$ cat config.mk
export PLATFORM = sky130hd
export DESIGN_NAME = crc_checked_command_frame_classifier
export DESIGN_NICKNAME = d
export VERILOG_FILES = /design/src/rtl/ccfc_pkg.sv /design/src/rtl/ccfc_track.sv /design/src/rtl/crc_checked_command_frame_classifier.sv
export VERILOG_INCLUDE_DIRS = /design/src /design/src/rtl
export SDC_FILE = /design/constraint.sdc
export NUM_CORES = 1
export LEC_CHECK = 0
export ABC_AREA = 1
export BUFFER_PORTS_ARGS = -buffer_cell sky130_fd_sc_hd__buf_4
export CORE_ASPECT_RATIO = 0.7
export CORE_MARGIN = 2
export CORE_UTILIZATION = 45
export CTS_CLUSTER_SIZE = 20
export DETAILED_ROUTE_END_ITERATION = 8
export MAX_ROUTING_LAYER = met4
export PLACE_DENSITY = 0.65
export SETUP_SLACK_MARGIN = 0.4
export SLEW_MARGIN = 20
export SYNTH_ARGS = -nofsm -noshare
export SYNTH_HDL_FRONTEND = slang
export SYNTH_SLANG_ARGS = --single-unit
$ cat constraint.sdc
create_clock -name clk -period 3.8 [get_ports clk]
set_clock_uncertainty 0.1 [all_clocks]
set_input_delay 0.76 -clock clk [delete_from_list [all_inputs] [get_ports clk]]
set_output_delay 0.76 -clock clk [all_outputs]
set_load 0.01 [all_outputs]
$ cat src/rtl/crc_checked_command_frame_classifier_defines.svh
// Assertion macros shared by the classifier RTL.
// Define ASSERT_OFF to compile the assertions out.
`ifndef CRC_CHECKED_COMMAND_FRAME_CLASSIFIER_DEFINES_SVH
`define CRC_CHECKED_COMMAND_FRAME_CLASSIFIER_DEFINES_SVH

`ifndef ASSERT_OFF
// Checks a property on every rising clock edge outside reset.
`define ASSERT_CLK(label, prop, msg) \
    label: assert property (@(posedge clk) disable iff (!rst_n) (prop)) else $error(msg);
// Checks that an expression is never true outside reset.
`define ASSERT_NEVER(label, expr, msg) \
    `ASSERT_CLK(label, !(expr), msg)
`else
`define ASSERT_CLK(label, prop, msg)
`define ASSERT_NEVER(label, expr, msg)
`endif

`endif

$ cat src/rtl/ccfc_pkg.sv
package ccfc_pkg;

    localparam int MAX_TRANSFER = 512;
    localparam int LEN_W = 10;
    localparam int POS_CLOG = $clog2(MAX_TRANSFER + 1);
    localparam int POS_W = (POS_CLOG > LEN_W) ? POS_CLOG : LEN_W;

    localparam int FRAME_LEN = 138;
    localparam int PAYLOAD_AT = 8;
    localparam int PAYLOAD_LEN = 128;
    localparam logic [7:0] HDR_BYTE_A = 8'h80;
    localparam logic [7:0] HDR_BYTE_B = 8'h01;
    localparam logic [7:0] BLOCK_MAGIC = 8'h81;
    localparam logic [15:0] CRC_POLY = 16'h1021;

    // Command strings as ASCII codes, first character in the top byte.
    localparam int RESCUE_LEN = 12;
    localparam int ENTER_LEN = 21;
    localparam int EXIT_LEN = 20;
    localparam logic [8*RESCUE_LEN-1:0] RESCUE_STR = 96'h656e7465725f726573637565;
    localparam logic [8*ENTER_LEN-1:0] ENTER_STR =
        168'h656e7465725f757067726164655f6578745f6d6375;
    localparam logic [8*EXIT_LEN-1:0] EXIT_STR =
        160'h657869745f757067726164655f6578745f6d6375;

    typedef enum logic [2:0] {
        VERDICT_DATA    = 3'd0,
        VERDICT_RESCUE  = 3'd1,
        VERDICT_ENTER   = 3'd2,
        VERDICT_EXIT    = 3'd3,
        VERDICT_BLOCK   = 3'd4,
        VERDICT_UNKNOWN = 3'd5,
        VERDICT_ERROR   = 3'd6
    } verdict_t;

    localparam logic [1:0] CFG_CONTROL_LEAD = 2'd0;
    localparam logic [1:0] CFG_UPGRADE_LEAD = 2'd1;
    localparam logic [1:0] CFG_UPGRADE_EN   = 2'd2;

    typedef struct packed {
        logic [7:0] control_lead;
        logic [7:0] upgrade_lead;
        logic       upgrade_en;
    } cfg_t;

    typedef struct packed {
        verdict_t         verdict;
        logic [LEN_W-1:0] length;
        logic             overflow;
    } result_t;

    // One byte of CRC-16/XMODEM, MSB first.
    function automatic logic [15:0] crc16_byte(logic [15:0] crc, logic [7:0] b);
        logic [15:0] c;
        c = crc ^ {b, 8'h00};
        for (int i = 0; i < 8; i++)
        begin
            c = c[15] ? ({c[14:0], 1'b0} ^ CRC_POLY) : {c[14:0], 1'b0};
        end
        return c;
    endfunction

    function automatic logic [7:0] rescue_char(logic [3:0] k);
        logic [7:0] ch;
        ch = '0;
        if (int'(k) < RESCUE_LEN)
        begin
            ch = RESCUE_STR[8*(RESCUE_LEN-1-int'(k)) +: 8];
        end
        return ch;
    endfunction

    function automatic logic [7:0] enter_char(logic [4:0] k);
        logic [7:0] ch;
        ch = '0;
        if (int'(k) < ENTER_LEN)
        begin
            ch = ENTER_STR[8*(ENTER_LEN-1-int'(k)) +: 8];
        end
        return ch;
    endfunction

    function automatic logic [7:0] exit_char(logic [4:0] k);
        logic [7:0] ch;
        ch = '0;
        if (int'(k) < EXIT_LEN)
        begin
            ch = EXIT_STR[8*(EXIT_LEN-1-int'(k)) +: 8];
        end
        return ch;
    endfunction

endpackage

$ cat src/rtl/ccfc_track.sv
`include "crc_checked_command_frame_classifier_defines.svh"

module ccfc_track (
    input  logic             clk,
    input  logic             rst_n,
    input  logic             step,
    input  logic [7:0]       data_byte,
    input  logic             last_byte,
    input  logic             transfer_error,
    input  ccfc_pkg::cfg_t   cfg,
    output ccfc_pkg::result_t result
);
    import ccfc_pkg::*;

    logic [POS_W-1:0] pos_reg, pos_next;
    logic [15:0]      crc_reg, crc_next;
    logic             hdr_reg, hdr_next;
    logic             uhdr_reg, uhdr_next;
    logic [7:0]       trl_reg, trl_next;
    logic             rescue_reg, rescue_next;
    logic             enter_reg, enter_next;
    logic             exit_reg, exit_next;
    logic             ovf_reg, ovf_next;
    logic [POS_W-1:0] pos_off;
    logic             frame;

    assign pos_off = pos_reg - POS_W'(PAYLOAD_AT);

    // Per-byte update of the transfer state.
    always_comb
    begin
        pos_next    = pos_reg;
        crc_next    = crc_reg;
        hdr_next    = hdr_reg;
        uhdr_next   = uhdr_reg;
        trl_next    = trl_reg;
        rescue_next = rescue_reg;
        enter_next  = enter_reg;
        exit_next   = exit_reg;
        ovf_next    = ovf_reg;
        if (pos_reg >= POS_W'(MAX_TRANSFER))
        begin
            ovf_next = 1'b1;
        end
        else
        begin
            pos_next = pos_reg + POS_W'(1);
            if (pos_reg == '0)
            begin
                hdr_next  = hdr_reg && (data_byte == cfg.control_lead);
                uhdr_next = uhdr_reg && (data_byte == cfg.upgrade_lead);
            end
            else if (pos_reg == POS_W'(1))
            begin
                hdr_next  = hdr_reg && (data_byte == HDR_BYTE_A);
                uhdr_next = uhdr_reg && (data_byte == BLOCK_MAGIC);
            end
            else if (pos_reg == POS_W'(2))
            begin
                hdr_next = hdr_reg && (data_byte == HDR_BYTE_B);
            end
            if (pos_reg >= POS_W'(PAYLOAD_AT) &&
                pos_reg < POS_W'(PAYLOAD_AT + PAYLOAD_LEN))
            begin
                crc_next = crc16_byte(crc_reg, data_byte);
                if (pos_off < POS_W'(RESCUE_LEN))
                begin
                    rescue_next = rescue_reg && (data_byte == rescue_char(pos_off[3:0]));
                end
                if (pos_off < POS_W'(ENTER_LEN))
                begin
                    enter_next = enter_reg && (data_byte == enter_char(pos_off[4:0]));
                end
                if (pos_off < POS_W'(EXIT_LEN))
                begin
                    exit_next = exit_reg && (data_byte == exit_char(pos_off[4:0]));
                end
            end
            else if (pos_reg == POS_W'(PAYLOAD_AT + PAYLOAD_LEN))
            begin
                trl_next = data_byte;
            end
        end
    end

    // Verdict for the transfer, meaningful on its last byte.
    assign frame = !ovf_next && (pos_next == POS_W'(FRAME_LEN)) && hdr_next &&
                   ({trl_next, data_byte} == crc_next);

    always_comb
    begin
        result.length   = pos_next[LEN_W-1:0];
        result.overflow = ovf_next;
        if (transfer_error)
        begin
            result.verdict = VERDICT_ERROR;
        end
        else if (frame)
        begin
            if (rescue_next)
                result.verdict = VERDICT_RESCUE;
            else if (cfg.upgrade_en && enter_next)
                result.verdict = VERDICT_ENTER;
            else if (cfg.upgrade_en && exit_next)
                result.verdict = VERDICT_EXIT;
            else
                result.verdict = VERDICT_UNKNOWN;
        end
        else if (cfg.upgrade_en && uhdr_next && pos_next >= POS_W'(2))
        begin
            result.verdict = VERDICT_BLOCK;
        end
        else
        begin
            result.verdict = VERDICT_DATA;
        end
    end

    always_ff @(posedge clk or negedge rst_n)
    begin
        if (!rst_n)
        begin
            pos_reg    <= '0;
            crc_reg    <= '0;
            hdr_reg    <= 1'b1;
            uhdr_reg   <= 1'b1;
            trl_reg    <= '0;
            rescue_reg <= 1'b1;
            enter_reg  <= 1'b1;
            exit_reg   <= 1'b1;
            ovf_reg    <= 1'b0;
        end
        else if (step)
        begin
            if (last_byte)
            begin
                pos_reg    <= '0;
                crc_reg    <= '0;
                hdr_reg    <= 1'b1;
                uhdr_reg   <= 1'b1;
                trl_reg    <= '0;
                rescue_reg <= 1'b1;
                enter_reg  <= 1'b1;
                exit_reg   <= 1'b1;
                ovf_reg    <= 1'b0;
            end
            else
            begin
                pos_reg    <= pos_next;
                crc_reg    <= crc_next;
                hdr_reg    <= hdr_next;
                uhdr_reg   <= uhdr_next;
                trl_reg    <= trl_next;
                rescue_reg <= rescue_next;
                enter_reg  <= enter_next;
                exit_reg   <= exit_next;
                ovf_reg    <= ovf_next;
            end
        end
    end

    `ASSERT_NEVER(a_pos_bounded, pos_reg > POS_W'(MAX_TRANSFER), "byte position past maximum")
    `ASSERT_CLK(a_ovf_saturated, ovf_reg |-> pos_reg == POS_W'(MAX_TRANSFER), "overflow before saturation")
    `ASSERT_CLK(a_clear_after_last, step && last_byte |=> pos_reg == '0 && !ovf_reg, "state not cleared after last byte")

endmodule

$ cat src/rtl/crc_checked_command_frame_classifier.sv
// Byte-serial classifier for received transfers.
// Input channel: one word per byte (data_byte, last_byte, transfer_error), moved on
// a rising edge with byte_valid high and byte_stall low. transfer_error is only
// looked at together with last_byte.
// Output channel: one word per transfer (verdict, transfer_length, length_overflow),
// produced for the last byte only, moved with result_valid high and result_stall low.
// Configuration: cfg_valid/cfg_ready write channel, cfg_index selects the control
// lead byte, the upgrade lead byte or the upgrade enable; cfg_ready is always high.
// Path: a byte is registered in the input register on acceptance and processed
// from there; a last byte's result is then registered in the result register,
// which raises result_valid.
// Throughput: one byte per cycle but for a stalled last byte, set by the state
// update (byte-wide CRC-16 step, header/command compares) behind the input register.
// Stall: while a result waits under result_stall, non-final bytes keep flowing;
// a following last byte waits in the input register with byte_stall high until
// the waiting word is taken.
// Reset: clears valids, configuration to its defaults (control lead 0, upgrade lead
// 2, upgrades disabled) and all per-transfer state; no clearing pass is needed.
`include "crc_checked_command_frame_classifier_defines.svh"

module crc_checked_command_frame_classifier (
    input  logic                       clk,
    input  logic                       rst_n,
    input  logic                       byte_valid,
    output logic                       byte_stall,
    input  logic [7:0]                 data_byte,
    input  logic                       last_byte,
    input  logic                       transfer_error,
    output logic                       result_valid,
    input  logic                       result_stall,
    output logic [2:0]                 verdict,
    output logic [ccfc_pkg::LEN_W-1:0] transfer_length,
    output logic                       length_overflow,
    input  logic                       cfg_valid,
    output logic                       cfg_ready,
    input  logic [1:0]                 cfg_index,
    input  logic [7:0]                 cfg_data
);
    import ccfc_pkg::*;

    // Configuration registers.
    cfg_t cfg_reg;

    // Input register.
    logic       in_valid_reg;
    logic [7:0] in_byte_reg;
    logic       in_last_reg;
    logic       in_err_reg;

    // Result register.
    logic    out_valid_reg;
    result_t out_reg;

    result_t step_result;
    logic    accept;
    logic    advance;

    assign cfg_ready = 1'b1;

    always_ff @(posedge clk or negedge rst_n)
    begin
        if (!rst_n)
        begin
            cfg_reg.control_lead <= 8'd0;
            cfg_reg.upgrade_lead <= 8'd2;
            cfg_reg.upgrade_en   <= 1'b0;
        end
        else if (cfg_valid && cfg_ready)
        begin
            case (cfg_index)
                CFG_CONTROL_LEAD: cfg_reg.control_lead <= cfg_data;
                CFG_UPGRADE_LEAD: cfg_reg.upgrade_lead <= cfg_data;
                CFG_UPGRADE_EN:   cfg_reg.upgrade_en   <= cfg_data[0];
                default:          ;
            endcase
        end
    end

    // A registered byte moves on unless it is a last byte and the result
    // register is still held by the receiver.
    assign advance    = in_valid_reg && !(in_last_reg && out_valid_reg && result_stall);
    assign byte_stall = in_valid_reg && !advance;
    assign accept     = byte_valid && !byte_stall;

    always_ff @(posedge clk or negedge rst_n)
    begin
        if (!rst_n)
        begin
            in_valid_reg <= 1'b0;
        end
        else if (accept)
        begin
            in_valid_reg <= 1'b1;
        end
        else if (advance)
        begin
            in_valid_reg <= 1'b0;
        end
    end

    always_ff @(posedge clk)
    begin
        if (accept)
        begin
            in_byte_reg <= data_byte;
            in_last_reg <= last_byte;
            in_err_reg  <= transfer_error;
        end
    end

    ccfc_track u_track (
        .clk            (clk),
        .rst_n          (rst_n),
        .step           (advance),
        .data_byte      (in_byte_reg),
        .last_byte      (in_last_reg),
        .transfer_error (in_err_reg),
        .cfg            (cfg_reg),
        .result         (step_result)
    );

    always_ff @(posedge clk or negedge rst_n)
    begin
        if (!rst_n)
        begin
            out_valid_reg <= 1'b0;
        end
        else if (advance && in_last_reg)
        begin
            out_valid_reg <= 1'b1;
        end
        else if (!result_stall)
        begin
            out_valid_reg <= 1'b0;
        end
    end

    always_ff @(posedge clk)
    begin
        if (advance && in_last_reg)
        begin
            out_reg <= step_result;
        end
    end

    assign result_valid    = out_valid_reg;
    assign verdict         = out_reg.verdict;
    assign transfer_length = out_reg.length;
    assign length_overflow = out_reg.overflow;

    `ASSERT_CLK(a_result_from_last, $rose(result_valid) |-> $past(advance && in_last_reg), "result without a last byte")
    `ASSERT_CLK(a_stall_holds_input, byte_stall |=> in_valid_reg, "stalled input register emptied")
    `ASSERT_CLK(a_ovf_length, result_valid && length_overflow |-> transfer_length == LEN_W'(MAX_TRANSFER), "overflow without saturated length")

endmodule
; Yosys cells after proc, flatten, opt, wreduce, memory -nomap -nowiden
; Index checks and enable logic that the tools add are counted.
[word_totals]
ff_bits = 83
latch_bits = 0
ram_bits = 0
mem_bits_ro = 0
output_inout_bits = 17
word_cells = 156
n_memories = 0
[op_classes]
addsub = 5
n_mul = 0
div = 0
magnitude_cmp = 10
n_eq_ne = 16
n_shift = 3
mux = 61
bitwise = 9
n_reduce_logical = 32
[op_table]
columns = op, count
row1 = $shiftx A168 B32 Y8 const A, 1
row2 = $shiftx A160 B32 Y8 const A, 1
row3 = $mux W8, 16
row4 = $mux W13, 8
row5 = $shiftx A96 B32 Y8 const A, 1
row6 = $mux W16, 3
row7 = $eq A8 B8 Y1, 5
row8 = $mux W1, 27
row9 = $not A3 Y3, 8
row10 = $logic_and A1 B1 Y1, 22
row11 = $eq A10 B8 Y1 const B, 2
row12 = $lt A10 B5 Y1 const B, 2
row13 = $mux W10, 2
row14 = $eq A16 B16 Y1, 1
row15 = $eq A8 B8 Y1 const B, 2
row16 = $xor A16 B16 Y16, 1
row17 = $mux W3, 5
row18 = $sub A5 B5 Y6 const A, 2
row19 = $add A10 B1 Y10 const B, 1
row20 = $eq A10 B1 Y1 const B, 1
row21 = $eq A10 B2 Y1 const B, 1
row22 = $ge A10 B10 Y1 const B, 1
row23 = $ge A10 B2 Y1 const B, 1
row24 = $ge A10 B4 Y1 const B, 1
row25 = 15 further kinds, 21

; Longest topological paths before layout
; Gate-level depths: netlist (run 1).
[depth]
depth_word = 22
ltp_mapped = 24
ltp_nobuf = 22

; Modules after synthesis
; A second synthesis (run 1) with hierarchy kept.
[unflattened]
hier_cells = 873
area_unflattened_um2 = 6165.9
[by_module_without_submodules]
columns = mod, instances, cells_per_inst, area_per_inst_um2, seq_area_each_um2
row1 = ccfc_track, 1, 756, 4603.2, 1007.2
row2 = crc_checked_command_frame_classifier, 1, 117, 1562.7, 1197.4

; Worst setup path after synthesis (run 1)
; No wires, ideal clock.
[synth_timing]
kind = reg2reg
startpoint = register u_track.pos_reg[3]
endpoint = register out_reg, in the netlist verdict[2] (data pin)
setup_time_ps = 254
arrival_time_ps = 2377
required_ps = 3446
path_slack_ps = 1069
path_stages_with_launch = 15
path_buffers = 0
synth_period_minus_slack_ps = 2731
path_cell_list = dfrtp_1 > inv_2 > ha_1 > inv_1 > ha_1 > or3_1 > nand3_1 > xor2_1 > nand2_1 > nor2_1 > nand2_1 > nand2_1 > nand3_1 > nand3_1 > nand2_1
[synth_via]
elab_chain_len = 17
[synth_lines]
columns = item, line
row1 = start: declaration, ccfc_track.sv:15  ; logic [POS_W-1:0] pos_reg, pos_next;
row2 = start signal: assignment, ccfc_track.sv:149  ; pos_reg <= pos_next;
row3 = $sub A10 B4 Y10, ccfc_track.sv:27  ; assign pos_off = pos_reg - POS_W'(PAYLOAD_AT);
row4 = $sub A5 B5 Y6, ccfc_pkg.sv:88  ; ch = EXIT_STR[8*(EXIT_LEN-1-int'(k)) +: 8];
row5 = $shiftx A160 B32 Y8, ccfc_pkg.sv:88
row6 = $mux W8, ccfc_pkg.sv:86  ; if (int'(k) < EXIT_LEN)
row7 = $mux W8, ccfc_track.sv:74  ; if (pos_off < POS_W'(EXIT_LEN))
row8 = $mux W8, ccfc_track.sv:62  ; if (pos_reg >= POS_W'(PAYLOAD_AT) &&
row9 = $mux W8, ccfc_track.sv:41  ; if (pos_reg >= POS_W'(MAX_TRANSFER))
row10 = $eq A8 B8 Y1, ccfc_track.sv:76  ; exit_next = exit_reg && (data_byte == exit_char(pos_off[4:0]));
row11 = $logic_and A1 B1 Y1, ccfc_track.sv:76
row12 = $mux W1, ccfc_track.sv:74
row13 = $mux W1, ccfc_track.sv:62
row14 = $mux W1, ccfc_track.sv:41
row15 = $logic_and A1 B1 Y1, ccfc_track.sv:104  ; else if (cfg.upgrade_en && exit_next)
row16 = $mux W3, ccfc_track.sv:104
row17 = $mux W3, ccfc_track.sv:102  ; else if (cfg.upgrade_en && enter_next)
row18 = $mux W3, ccfc_track.sv:100  ; if (rescue_next)
row19 = $mux W3 (*), ccfc_track.sv:98  ; else if (frame)
row20 = end signal: assignment, crc_checked_command_frame_classifier.sv:142  ; out_reg <= step_result;
row21 = end: declaration, crc_checked_command_frame_classifier.sv:52  ; result_t out_reg;
; Mark *: on every way between the ends. The rest lies on a longest branch, timed or not. The select of a mux whose other input is x is not followed.
; A chain may end at the register's enable or synchronous reset.

; Worst setup path in the final report (run 1)
[layout_timing]
startpoint = register u_track.pos_reg[1]
endpoint = register out_reg, in the netlist verdict[0] (data pin)
[layout_via]
elab_chain_len = 16
[layout_lines]
columns = item, line
row1 = $sub A10 B4 Y10, ccfc_track.sv:27
row2 = $sub A5 B5 Y6, ccfc_pkg.sv:78  ; ch = ENTER_STR[8*(ENTER_LEN-1-int'(k)) +: 8];
row3 = $shiftx A168 B32 Y8, ccfc_pkg.sv:78
row4 = $mux W8, ccfc_pkg.sv:76  ; if (int'(k) < ENTER_LEN)
row5 = $mux W8, ccfc_track.sv:70  ; if (pos_off < POS_W'(ENTER_LEN))
row6 = $mux W8, ccfc_track.sv:62
row7 = $mux W8, ccfc_track.sv:41
row8 = $eq A8 B8 Y1, ccfc_track.sv:72  ; enter_next = enter_reg && (data_byte == enter_char(pos_off[4:0]));
row9 = $logic_and A1 B1 Y1, ccfc_track.sv:72
row10 = $mux W1, ccfc_track.sv:70
row11 = $mux W1, ccfc_track.sv:62
row12 = $mux W1, ccfc_track.sv:41
row13 = $logic_and A1 B1 Y1, ccfc_track.sv:102
row14 = $mux W3, ccfc_track.sv:102
row15 = $mux W3, ccfc_track.sv:100
row16 = $mux W3 (*), ccfc_track.sv:98
; Marks and branches as above.

==> impl_results.md, run 1 <==
* Status: finished clean
* Total Wirelength at 18,500 um
* Most frequent CP cell: nand2_1
* Die extent in y at 102 um
* Critical path startpoint category: flip-flop
* Filler cell count at 1,347
* Max reg flops at 17
* Final hold viol count at 0
* Clock Sinks at 83
* Initial antenna violation count at 0
* Worst-path clk slew at 0.06 ns
* Synthesized area at 6230 um2
* Hold_buf cts at 0
* Drt wl/cell at 16.4 um
* Number of global-route vias before repair at 5,457
* Max Slew Vio Count at 0
* FFs w/ async S/R, synth at 0.711
* Largest stage delay on the critical path at 0.41 ns
* CP top delay family: simple AND/OR/NAND/NOR gates
* Critical Path RT at 3.93 ns
* FP Rows at 35
* Max Cap Viol at 0
* Die width at 145 um
* Setup_tns at 0 ns
* Commonest non-fill, non-tap cell in the layout: nand2_1
* ANT nets after route at 0
* Most frequent cells in the layout: nand2_1 (286), inv_1 (89), nor2_1 (74)
* Sequential Area at 2210 um2
* Mapped Avg Cell Area at 6.89 um2
* CP Class: flip-flop to flip-flop
* TritonCTS buffer count at 9
* Count of state elements after synthesis at 83
* Dpl hpwl at 13,200 um
* Final Cycle Share at 0.827
* Multi-input logic area at 3470 um2
* ANT cells at 0
* # setup viols final at 0
* Tightest Pin Transition at 1.06 ns
* Relative slew slack at 0.292
* Pwr per Cell Area at 389 nW/um2
* CTS Root Cell: clkbuf_16
* Initial DRC Count at 563
* Setup Slack @ Placement at 0.579 ns
* DRC at 0
* Total gr overflow at 0
* Arr. time, crit path at 3.27 ns
* First-pass GRT wire length at 29,600 um
* RSZ-0062 raised after global routing: no
* Final Power at 2740 uW
* Placer congestion estimate at 0.910
* Synth Flop Type: dfrtp_1
* Vias per cell at 5.39
* Ports at 42
* CTS tree: yes
* Worst-Skew Late Latency at 0.36 ns
* YS warnings at 0
* Share of layout cells above drive strength 1 at 0.139
* Final nets at 978
* Fin cells at 1,130
* Die footprint at 14,800 um2
* Post-Synthesis Cells at 904
* Achievable Freq at 0.318 GHz
* Fin worst setup slack at 0.656 ns
* Maximum VDD drop at 0.228 mV
* Buf/Inv on CP at 5
* Min-delay worst type: flip-flop to flip-flop
* Initial Utilization at 0.466
* Drt pass-1 iters at 5
* Fin crit period at 3.14 ns
* Unique masters post-synth at 47
* Peak fanout along the critical path at 11
* Core area at 13,400 um2
* Final core utilization at 0.527
* Clock Path Buffers at 2
* Vias at 6,091
* Largest net degree at the start of global routing at 60
* Worst path slowest cell: dfrtp_1
* Worst-path cell chain: inv_4 -> ha_2 -> inv_2 -> nor2_2 -> nand2_1 -> nor3_4 -> nor2_2 -> nor2_4 -> buf_4 -> buf_4 -> nand2_2 -> nand3_1 -> nand2_1 -> nor2_1 -> nand2_1 -> nor2_1 -> nand3_1 -> nor3_1 -> nand2_1 -> inv_1
* Crit path capture type: flip-flop
* Seq/Total Area, Yosys at 0.354
* Post-synth EDFFs at 24
* Port Buffers at 40
* Placed cells at 1,109
* Post-synth net total at 942
* Htree depth at 3
* GRT Overall Usage at 0.271
* Area Overhead vs Synth at 13.0%
* Static Leakage at 0.00338 uW
-- metrics by stage --
step | instance area (um2) | hold WS, ns
after floorplan | 6230 | 0.350
after global placement | 6650 | 0.365
after detailed placement | 6650 | 0.365
after CTS | 6960 | 0.374
after global routing | 7040 | 0.414
final | 7040 | 0.375
-- power breakdown --
group,switching (uW),internal [uW]
logic,494,246
clock network,400,531
registers,68.0,998
total,962,1770
-- cells by family after synthesis --
logic type                 synth area share
adders and majority gates            0.0261
other                              0.000602
buffers and inverters                0.0946
xor gates and xnor gates             0.0506
AOI/OAI and AO/OA                     0.126
DFF                                   0.354
and+or+nand+nor                       0.348
-- synth_stat cells (2+ instances only) --
| cell | n | area [um2] |
|---|---|---|
| nand2_1 | 288 | 1080 |
| inv_1 | 90 | 338 |
| nor2_1 | 76 | 285 |
| nand3_1 | 70 | 350 |
| o21ai_0 | 58 | 290 |
| dfrtp_1 | 53 | 1330 |
| xor2_1 | 26 | 228 |
| edfxtp_1 | 24 | 721 |
| o22ai_1 | 24 | 150 |
| a21oi_1 | 19 | 95.1 |
| nand4_1 | 19 | 119 |
| o21ai_1 | 17 | 85.1 |
| ha_1 | 13 | 163 |
| clkbuf_1 | 12 | 45.0 |
| buf_2 | 11 | 55.1 |
| nor3_1 | 11 | 55.1 |
| xnor2_1 | 10 | 87.6 |
| buf_6 | 8 | 90.1 |
| inv_2 | 8 | 30.0 |
| nand2_2 | 7 | 43.8 |
| nand3_2 | 7 | 70.1 |
| dfstp_2 | 6 | 158 |
| a31oi_1 | 5 | 31.3 |
| nor2_2 | 5 | 31.3 |
| or2_2 | 5 | 31.3 |
| o211ai_1 | 3 | 22.5 |
| buf_4 | 2 | 15.0 |
| inv_4 | 2 | 12.5 |
| nand2_4 | 2 | 22.5 |
| nand3b_1 | 2 | 15.0 |
| nor2_4 | 2 | 22.5 |
| nor4_1 | 2 | 12.5 |
| o21a_1 | 2 | 15.0 |
| o31ai_1 | 2 | 15.0 |
-- per-layer routing --
| metal | vias to the layer above | GRT usage | part of all wire |
|---|---|---|---|
| li1 | 3027 | - | - |
| met1 | 2774 | 0.406 | 0.50 |
| met2 | 269 | 0.378 | 0.40 |
| met3 | 21 | 0.0558 | 0.091 |
| met4 | 0 | 0.0553 | 0.010 |
| met5 | - | - | 0 |
-- cell type report --
| cell class | count | share of cell area |
|---|---|---|
| flip-flops and latches | 83 | 0.314 |
| well taps | 185 | 0.0329 |
| clock inverters | 5 | 0.00871 |
| clock buffers | 11 | 0.0345 |
| multi-input cells | 688 | 0.493 |
| inverters | 101 | 0.0546 |
| repair buffers | 57 | 0.0626 |
-- tightest hold or removal path, delay by kind of cell (launching register included) --
family           cells  cell delay (ns)
AND/OR/NAND/NOR      2             0.11
flip-flops           1             0.37
-- timing repair --
| action | 4_1_cts | 5_1_grt |
|---|---|---|
| resized for setup | 0 | 12 |
| endpoints found under the setup margin | 0 | 3 |
| buffers inserted | 0 | 4 |
-- final timing paths --
check | start | endpoint | slack, ns | cells after the start
max in group asynchronous | rst_n | u_track.pos_reg[4] | 2.65 | 1
hold reg to reg | u_track.exit_reg | u_track.exit_reg | 0.38 | 2
min in group asynchronous | rst_n | result_valid | 0.39 | 1
setup reg to reg | u_track.pos_reg[1] | verdict[0] | 0.66 | 20
setup / recovery | u_track.pos_reg[1] | verdict[0] | 0.66 | 20
hold / removal | u_track.exit_reg | u_track.exit_reg | 0.38 | 2
Note: power is estimated with default switching activity, not from simulation.
==> run 2: changes to the inputs <==
Settings changed: PLACE_DENSITY 0.65 to 0.68.
Clock period 3.8 ns to 2.8 ns, I/O delays scaled along.
==> run 2 against run 1 <==
  * The flow now finishes with violations (setup timing)
  * Sequential power up 35%
  * Non-clock buffer count up 76
  * Via count up 9.9%
  * Combinational power up 82%
  * Flip-flop and latch count unchanged
  * Critical path type unchanged
  * Critical endpoint is now verdict[2]
==> impl_results.md, run 2 (synthesis gave the netlist of run 1 again) <==
* Die footprint at 14,800 um2
* Total gr overflow at 0
* Initial antenna violation count at 0
* Area Overhead vs Synth at 35.5%
* Vias at 6,695
* Reg-to-reg startpoint: u_track.pos_reg[4]
* Final core utilization at 0.632
* Fin crit period at 2.81 ns
* Commonest non-fill, non-tap cell in the layout: nand2_1
* ANT nets after route at 0
* Status: complete, but fails checks
* ANT cells at 0
* Share of layout cells above drive strength 1 at 0.325
* Violations in the final reports: setup timing
* Design area at 8440 um2
* DRC at 0
* Most frequent cells in the layout: nand2_1 (252), buf_4 (114), inv_1 (76)
* Htree depth at 3
* CTS tree: yes
* Hold_ws at 0.202 ns
* Arr. time, crit path at 2.81 ns
* Worst reg2reg endpoint: verdict[2]
* Max Cap Viol at 0
* Ports at 42
* Worst reg2reg setup slack at -0.008 ns
* Drt wl/cell at 17.4 um
* Vias per cell at 5.54
* Final Cycle Share at 1.00
* CP Class: flip-flop to flip-flop
* Dpl hpwl at 13,700 um
* Total Wirelength at 21,000 um
* Clock Path Buffers at 2
* Register-to-Register Path Depth at 19
* Placed Area at 7040 um2
* First-pass GRT wire length at 31,500 um
* Fin cells at 1,209
* Core area at 13,400 um2
* Worst-path clk slew at 0.07 ns
* Initial Utilization at 0.466
* Hold_buf cts at 0
* FP Rows at 35
* RSZ-0062 raised after global routing: yes
* Relative slew slack at 0.449
* Max reg flops at 17
* Drt pass-1 iters at 6
* Static Leakage at 0.00392 uW
* Die extent in y at 102 um
* Placed cells at 1,153
* Placer congestion estimate at 1.01
* Tightest Pin Transition at 0.826 ns
* CTS Root Cell: clkbuf_16
* TritonCTS buffer count at 9
* Fin worst setup slack at -0.00781 ns
* Min-delay worst type: primary input to asynchronous set/reset pin
* Clock Sinks at 83
* GRT Overall Usage at 0.289
* Setup_tns at -0.00781 ns
* Die width at 145 um
* Final nets at 1,057
* Pwr per Cell Area at 492 nW/um2
* Critical path startpoint category: flip-flop
* Port Buffers at 40
* Maximum VDD drop at 0.412 mV
* Max Slew Vio Count at 0
* Achievable Freq at 0.356 GHz
* Crit path capture type: flip-flop
* Peak fanout along the critical path at 4
* Worst-Skew Late Latency at 0.34 ns
* Number of global-route vias before repair at 5,921
* Largest net degree at the start of global routing at 60
* Final hold viol count at 0
* # setup viols final at 1
* Critical Path RT at 2.80 ns
* Initial DRC Count at 604
[run 2: cell types whose count changed in the layout (fill, tap and decap cells not counted), sizes merged]
cell      delta
clkbuf       -2
nand2        +1
bufinv       +1
clkinvlp     -2
buf         +76
o211ai       +2
inv          +3
[run 2: area by class of cell]
class | instances | area [um2]
clock buffer | 9 | 225
clock inverter | 7 | 105
fill | 1125 | 4920
inverter | 101 | 409
multi-input combinational | 691 | 4120
sequential | 83 | 2210
tap | 185 | 231
timing repair buffer | 133 | 1140
[run 2: how the worst max path moves through the flow]
| stage | slack, ns | start | endpoint |
|---|---|---|---|
| global route | -0.12 | u_track.pos_reg[4] | verdict[0] |
| global placement | -0.003 | u_track.pos_reg[0] | verdict[2] |
| CTS | 0.12 | u_track.pos_reg[0] | verdict[2] |
| floorplan | 0.16 | u_track.pos_reg[3] | verdict[2] |
| detailed placement | -0.001 | u_track.pos_reg[0] | verdict[2] |
| finish | -0.008 | u_track.pos_reg[4] | verdict[2] |
[run 2: what timing repair did]
action,in CTS,in global routing
resized for setup,59,132
setup buffers,15,19
setup endpoints to repair,5,6
cloned,4,2
pin swaps,25,44
[run 2: power by group]
| part | total (uW) | switching [uW] | internal [uW] |
|---|---|---|---|
| Sequential | 1440 | 91.4 | 1350 |
| Combinational | 1350 | 825 | 525 |
| Clock | 1360 | 562 | 799 |
[run 2: stage by stage]
stage,total power [uW],setup slack (ns)
final,4150,-0.00781
after global routing,4340,-0.116
after CTS,3950,0.118
after detailed placement,2530,-0.00112
after global placement,2540,-0.00332
after floorplan,2160,0.161
[run 2: worst max-delay path, cell delays in order (launching register included)]
cell     delay [ns]
dfrtp_2        0.45
buf_6          0.14
nor2_4         0.10
nand2_2        0.10
nor2_4         0.17
nand2_2        0.10
nor2_4         0.12
nor2_4         0.06
buf_12         0.14
buf_16         0.13
nand2_2        0.06
nand2_1        0.06
nand2_1        0.07
nand2_2        0.07
nor2_2         0.13
nand3_2        0.13
nor2_2         0.15
nand2_2        0.10
a21oi_2        0.14
nand2_1        0.05
[run 2: routing by layer]
layer | vias up | GRT usage | routed length (um)
met5 | - | - | 0
met2 | 365 | 0.407 | 8910
li1 | 3207 | - | -
met3 | 49 | 0.0801 | 2160
met1 | 3074 | 0.412 | 9460
met4 | 0 | 0.0642 | 460
